==> src/hw/rtl/gbt_pkg.sv <==
// shared constants, codes and control structs of the glyph box tightener
`default_nettype none

package gbt_pkg;

    localparam int BUFFER_DEPTH_DEF = 4096;
    localparam int COORD_BITS_DEF   = 12;
    localparam int PAD_PIXELS_DEF   = 1;

    localparam int CHAN_W  = 8;
    localparam int LEVEL_W = 10;

    localparam logic [LEVEL_W-1:0] LEVEL_ONES = '1;

    typedef enum logic [1:0] {
        CFG_LEFT   = 2'd0,
        CFG_TOP    = 2'd1,
        CFG_RIGHT  = 2'd2,
        CFG_BOTTOM = 2'd3
    } cfg_idx_t;

    typedef enum logic {
        OP_PIXEL = 1'b0,
        OP_END   = 1'b1
    } opcode_t;

    typedef struct packed {
        logic               start;
        logic [LEVEL_W-1:0] thresh;
    } scan_cmd_t;

    typedef struct packed {
        logic busy;
        logic done;
        logic tightened;
    } scan_stat_t;

endpackage

`default_nettype wire

==> src/hw/rtl/gbt_scan.sv <==
// walk of the stored pixels, dark bounding box and padded result
`default_nettype none

module gbt_scan #(
    parameter int BUFFER_DEPTH = gbt_pkg::BUFFER_DEPTH_DEF,
    parameter int COORD_BITS   = gbt_pkg::COORD_BITS_DEF,
    parameter int PAD_PIXELS   = gbt_pkg::PAD_PIXELS_DEF
) (
    input  wire logic                                clk,
    input  wire logic                                rst_n,
    input  wire gbt_pkg::scan_cmd_t                  cmd,
    input  wire logic [$clog2(BUFFER_DEPTH+1)-1:0]   n,
    input  wire logic [COORD_BITS-1:0]               box_left,
    input  wire logic [COORD_BITS-1:0]               box_top,
    input  wire logic [COORD_BITS:0]                 box_right,
    input  wire logic [COORD_BITS:0]                 box_bottom,
    input  wire logic                                ack,
    output gbt_pkg::scan_stat_t                      stat,
    output logic      [COORD_BITS-1:0]               res_left,
    output logic      [COORD_BITS-1:0]               res_top,
    output logic      [COORD_BITS:0]                 res_right,
    output logic      [COORD_BITS:0]                 res_bottom,
    output logic                                     rd_en,
    output logic      [$clog2(BUFFER_DEPTH)-1:0]     rd_addr,
    input  wire logic [gbt_pkg::LEVEL_W-1:0]         rd_data
);
    import gbt_pkg::*;

    localparam int CNT_W  = $clog2(BUFFER_DEPTH + 1);
    localparam int ADDR_W = $clog2(BUFFER_DEPTH);
    localparam int C      = COORD_BITS;
    localparam int W      = COORD_BITS + 1;

    typedef enum logic [1:0] {
        S_IDLE,
        S_WALK,
        S_DRAIN,
        S_DONE
    } state_t;

    state_t             state_reg;
    logic [CNT_W-1:0]   n_reg;
    logic [CNT_W-1:0]   idx_reg;
    logic [LEVEL_W-1:0] thresh_reg;
    logic [C-1:0]       col_reg;
    logic [C-1:0]       row_reg;
    logic               p_valid_reg;
    logic [C-1:0]       p_col_reg;
    logic [C-1:0]       p_row_reg;
    logic               found_reg;
    logic [C-1:0]       min_col_reg;
    logic [C-1:0]       max_col_reg;
    logic [C-1:0]       min_row_reg;
    logic [C-1:0]       max_row_reg;

    logic [W-1:0] box_width;
    logic         col_wrap;
    logic         hit;
    logic [W-1:0] lo_x;
    logic [W-1:0] lo_y;
    logic [W:0]   hi_x;
    logic [W:0]   hi_y;

    assign box_width = box_right - {1'b0, box_left};
    assign col_wrap  = (({1'b0, col_reg} + W'(1)) == box_width);
    assign hit       = p_valid_reg && (rd_data <= thresh_reg);

    always_ff @(posedge clk or negedge rst_n)
    begin
        if (!rst_n)
        begin
            state_reg   <= S_IDLE;
            n_reg       <= '0;
            idx_reg     <= '0;
            thresh_reg  <= '0;
            col_reg     <= '0;
            row_reg     <= '0;
            p_valid_reg <= 1'b0;
            p_col_reg   <= '0;
            p_row_reg   <= '0;
            found_reg   <= 1'b0;
            min_col_reg <= '1;
            max_col_reg <= '0;
            min_row_reg <= '1;
            max_row_reg <= '0;
        end
        else
        begin
            p_valid_reg <= (state_reg == S_WALK);
            p_col_reg   <= col_reg;
            p_row_reg   <= row_reg;

            if (hit)
            begin
                found_reg <= 1'b1;
                if (p_col_reg < min_col_reg)
                begin
                    min_col_reg <= p_col_reg;
                end
                if (p_col_reg > max_col_reg)
                begin
                    max_col_reg <= p_col_reg;
                end
                if (p_row_reg < min_row_reg)
                begin
                    min_row_reg <= p_row_reg;
                end
                if (p_row_reg > max_row_reg)
                begin
                    max_row_reg <= p_row_reg;
                end
            end

            case (state_reg)
                S_IDLE:
                begin
                    if (cmd.start)
                    begin
                        n_reg       <= n;
                        thresh_reg  <= cmd.thresh;
                        idx_reg     <= '0;
                        col_reg     <= '0;
                        row_reg     <= '0;
                        found_reg   <= 1'b0;
                        min_col_reg <= '1;
                        max_col_reg <= '0;
                        min_row_reg <= '1;
                        max_row_reg <= '0;
                        state_reg   <= (n == '0) ? S_DONE : S_WALK;
                    end
                end
                S_WALK:
                begin
                    idx_reg <= idx_reg + CNT_W'(1);
                    if (col_wrap)
                    begin
                        col_reg <= '0;
                        row_reg <= row_reg + C'(1);
                    end
                    else
                    begin
                        col_reg <= col_reg + C'(1);
                    end
                    if ((idx_reg + CNT_W'(1)) == n_reg)
                    begin
                        state_reg <= S_DRAIN;
                    end
                end
                S_DRAIN:
                begin
                    state_reg <= S_DONE;
                end
                S_DONE:
                begin
                    if (ack)
                    begin
                        state_reg <= S_IDLE;
                    end
                end
                default:
                begin
                    state_reg <= S_IDLE;
                end
            endcase
        end
    end

    assign rd_en   = (state_reg == S_WALK);
    assign rd_addr = idx_reg[ADDR_W-1:0];

    // padded box in absolute coordinates, clamped to the box
    assign lo_x = {1'b0, box_left} + {1'b0, min_col_reg};
    assign lo_y = {1'b0, box_top} + {1'b0, min_row_reg};
    assign hi_x = {2'b00, box_left} + {2'b00, max_col_reg} + (W + 1)'(1 + PAD_PIXELS);
    assign hi_y = {2'b00, box_top} + {2'b00, max_row_reg} + (W + 1)'(1 + PAD_PIXELS);

    always_comb
    begin
        res_left   = box_left;
        res_top    = box_top;
        res_right  = box_right;
        res_bottom = box_bottom;
        if (found_reg)
        begin
            if (min_col_reg >= C'(PAD_PIXELS))
            begin
                res_left = lo_x[C-1:0] - C'(PAD_PIXELS);
            end
            if (min_row_reg >= C'(PAD_PIXELS))
            begin
                res_top = lo_y[C-1:0] - C'(PAD_PIXELS);
            end
            if (hi_x < {1'b0, box_right})
            begin
                res_right = hi_x[W-1:0];
            end
            if (hi_y < {1'b0, box_bottom})
            begin
                res_bottom = hi_y[W-1:0];
            end
        end
    end

    assign stat.busy      = (state_reg != S_IDLE);
    assign stat.done      = (state_reg == S_DONE);
    assign stat.tightened = found_reg;

    a_walk_in_range: assert property (@(posedge clk) disable iff (!rst_n)
        (state_reg == S_WALK) |-> (idx_reg < n_reg))
        else $error("walk index beyond pixel count");

    a_found_ordered: assert property (@(posedge clk) disable iff (!rst_n)
        found_reg |-> ((min_col_reg <= max_col_reg) && (min_row_reg <= max_row_reg)))
        else $error("dark box bounds out of order");

    a_read_follows_walk: assert property (@(posedge clk) disable iff (!rst_n)
        p_valid_reg |-> $past(state_reg == S_WALK))
        else $error("read data marked valid without a walk read");

endmodule

`default_nettype wire

==> config.mk <==
export PLATFORM = sky130hd
export DESIGN_NAME = gbt_scan
export DESIGN_NICKNAME = d
export VERILOG_FILES = /design/src/hw/rtl/gbt_pkg.sv /design/src/hw/rtl/gbt_scan.sv
export SDC_FILE = /design/constraint.sdc
export NUM_CORES = 1
export LEC_CHECK = 0
export ABC_AREA = 1
export BUFFER_PORTS_ARGS = -buffer_cell sky130_fd_sc_hd__buf_4
export CAP_MARGIN = 20
export CORE_ASPECT_RATIO = 2
export CORE_UTILIZATION = 36
export DETAILED_ROUTE_END_ITERATION = 16
export HOLD_SLACK_MARGIN = 0.05
export PLACE_DENSITY = 0.57
export SYNTH_ARGS = -nofsm -noshare
export SYNTH_HDL_FRONTEND = slang
export SYNTH_SLANG_ARGS = --single-unit
==> constraint.sdc <==
create_clock -name clk -period 3.3 [get_ports clk]
set_input_delay 0 -clock clk [delete_from_list [all_inputs] [get_ports clk]]
set_output_delay 0 -clock clk [all_outputs]
set_load 0.01 [all_outputs]
==> results.toml <==
[critical_path]
slowest_delay_ps = 370
cp_num_buf_inv = 8
endpoint_kind = "output pin"
start_kind = "flop"
critical_path_required_ps = 3300
cp_cell_sequence = "inv_2 > ha_4 > inv_2 > ha_4 > fa_2 > buf_6 > a21oi_4 > o211a_1 > xor2_2 > ha_4 > inv_2 > nor3_2 > a211oi_2 > nand2_1 > nand3_2 > nand2_1 > nand2_1 > nand2_2 > buf_6 > clkinv_8 > buf_8 > nand2_2 > o21ai_1 > buf_4"
path_class = "reg -> out"
crit_fanout = 7
slowest_stage = "fa_2"
path_delay_family = "adder cells"
crit_arrival_ps = 3820

[power]
combPwrFrac_pct = 70.4
net-switching-power_uw = 7553
power.total_uw = 15920
pwr-share-seq_pct = 17.8
p_per_area_mw_per_mm2 = 968.2
ir_drop_mv = 0.7238
internal_power_uw = 8363
clkPwrFrac_pct = 11.9
total_leakage_power_uw = 0.008481
p_sw_share_pct = 47.46

[hold_path]
hold_path.class = "in -> reg"

[floorplanning]
start_util_pct = 36.36
num_rows = 97
ios = 153
die_h_um = 267.7
core_mm2 = 0.03495
dieArea_mm2 = 0.03611
die_x_um = 134.9

[final_layout]
stdcell_area_mm2 = 0.01644
layout.core_utilization_pct = 47.03
seqCellArea_mm2 = 0.003433
syn2layout_area_growth_pct = 29.35
drive_above_1_share_pct = 23.22
antenna_cells = 0
multi_input_area_mm2 = 0.008536
final_nets = 2264
fillCellCount = 3480

[detailed_routing]
drt_iter0_drc = 531
viasPerCell = 5.203
ant_nets = 0
first_pass_iters = 5
wl_per_cell_um = 16.84
drc = 0
via_count = 12710
routed_wl_um = 41130

[global_routing]
grt_util_all_layers_pct = 23.08
grt_max_degree = 83
gr-total-overflow = 0
antenna_found_initial = 0
first_global_vias = 12734
grt_pass1_wl_um = 63640

[synth]
ys_top_cells_by_count = "nand2_1 (394), inv_1 (286), ha_1 (187), a21oi_1 (120), nand3_1 (115)"
yosysTopAreaCellShare_pct = 22.05
synth_area_mm2 = 0.01271
async_flop_share_pct = 100.0
synthDistinctLibCells = 52
synth-seq-area-share_pct = 27.01
yosys_warnings = 0
syn_nets = 2029
ys.flop_type = "dfrtp_1"
synth.largest_area_cell = "dfrtp_1"
yosys.cell_count.top_type = "nand2_1"
synth.avg_cell_area_um2 = 7.263
ys_ff_latch = 136
synth-edff-count = 0
synth_cells = 1750
ys_top_cells_by_area = "dfrtp_1 (22%), ha_1 (18%), nand2_1 (12%)"

[place]
detailed_place.area_mm2 = 0.01460
hpwl_um = 32370
gp_congestion = 0.9712
io_buffers = 152

[sta]
worst_slew_pin_slew_ps = 817.6
rsz0062_at_grt = "true"
fmaxAchievable_ghz = 0.2620
setup_viol = 26
final_max_slew_viol_count = 0
fin_ws_ps = -517.0
hold_viol = 0
max_slew_margin_pct = 45.43
fin_skew_ps = 9.030
min_period_over_period_pct = 115.7
post-route-min-period_ps = 3817

[flow_run]
maxCapViolCount = 0

[cts]
numCtsBuffers = 17
cts_tree = "yes"
cts_sinks = 136
clock_path_buffers = 2
htree_levels = 4
clock_latency_ps = 440
cts_root_buf = "clkbuf_16"
path_clk_slew_ps = 60

[status]
status = "finished with violations"
violations = "negative setup slack"
[power groups by stage]
stage	Combinational [uW]	Clock (uW)	Sequential (uW)
after floorplan	6170	0	2670
after global placement	9180	0	2820
after detailed placement	9320	0	2840
after CTS	10500	1920	2820
after global routing	12400	1970	2900
final	11200	1890	2830
[cell type report]
type	count	area share (%)
multi-input combinational	1266	51.92
tap	445	3.387
clock inverter	12	0.7078
timing repair inverter	1	0.04567
clock buffer	20	2.839
timing repair buffer	267	13.38
inverter	296	6.835
sequential	136	20.88
[logic make-up (layout without fill, tap and decap cells)]
group / after synthesis / in the layout / share of synthesized area, %
simple gates: 687 / 689 / 23.33
buf+inv: 350 / 596 / 11.05
compound gates: 321 / 321 / 14.45
fa+ha+maj: 192 / 192 / 19.20
flops: 136 / 136 / 27.01
xor+xnor: 53 / 53 / 3.987
mux: 11 / 11 / 0.9746
[tightest hold or removal path, delay by kind of cell]
kind / cells / cell delay [ps]
AOI/OAI and AO/OA: 2 / 150
and+or+nand+nor: 1 / 50
buffers and inverters: 2 / 340
[path summary, 6_finish.rpt]
| check | start | endpoint | slack, ps | cells past startpoint |
|---|---|---|---|---|
| setup / recovery | max_col_reg[1] | res_right[6] | -520 | 24 |
| hold / removal | cmd[10] | max_row_reg[6] | 140 | 5 |
| setup reg to reg | max_col_reg[1] | max_col_reg[6] | 140 | 20 |
| hold reg to reg | row_reg[4] | p_row_reg[4] | 410 | 0 |
| max in group asynchronous | rst_n | min_col_reg[0] | 2150 | 3 |
| min in group asynchronous | rst_n | p_valid_reg | 190 | 2 |
[stage by stage]
step / setup TNS, ps / setup WS [ps] / hold slack, ps / cells
after floorplan: 0 / 16.50 / -295.6 / 1750
after global placement: -3950 / -276.1 / 102.9 / 2354
after detailed placement: -5527 / -337.5 / 108.3 / 2354
after CTS: -14410 / -590.9 / 134.3 / 2439
after global routing: -17190 / -724.5 / 170.1 / 2443
final: -12180 / -517.0 / 144.3 / 2443
[repair_timing]
action	4_1_cts	5_1_grt
hold endpoints to repair	82	0
gates cloned	5	2
hold buffers	26	0
buffers inserted	25	7
setup endpoints to repair	26	40
pin swaps	19	33
resized for setup	114	77
[routing by layer]
| metal | vias to the layer above | share of wire (%) | GRT usage, % |
|---|---|---|---|
| met3 | 143 | 2.2 | 2.234 |
| met2 | 293 | 58 | 46.95 |
| met1 | 6030 | 32 | 19.81 |
| li1 | 6244 | - | - |
| met5 | - | 0 | 0 |
| met4 | 0 | 8.1 | 17.95 |
[placed cells by master, fill, tap and decap left out, types with 7 or more instances in the layout]
cell,n
nor3_1,15
nor2_4,10
dlygate4sd3_1,26
o21bai_1,7
nand2_4,8
clkbuf_16,17
nor2_2,8
ha_1,170
nor2_1,90
nand3b_1,7
inv_1,280
dfrtp_1,112
buf_4,225
a31oi_1,7
nand2_2,22
o221ai_1,23
o22ai_1,18
nand2_1,371
nand3_2,8
o211ai_1,7
dfstp_2,24
o21ai_0,73
nand4_1,20
xnor2_1,15
buf_6,10
a21oi_1,103
inv_2,12
xor2_2,10
ha_4,13
mux2_2,11
nand3_1,111
xor2_1,25
o21ai_1,22
a21oi_2,15
o21ai_2,16
Note: power is estimated with default switching activity, not from simulation.
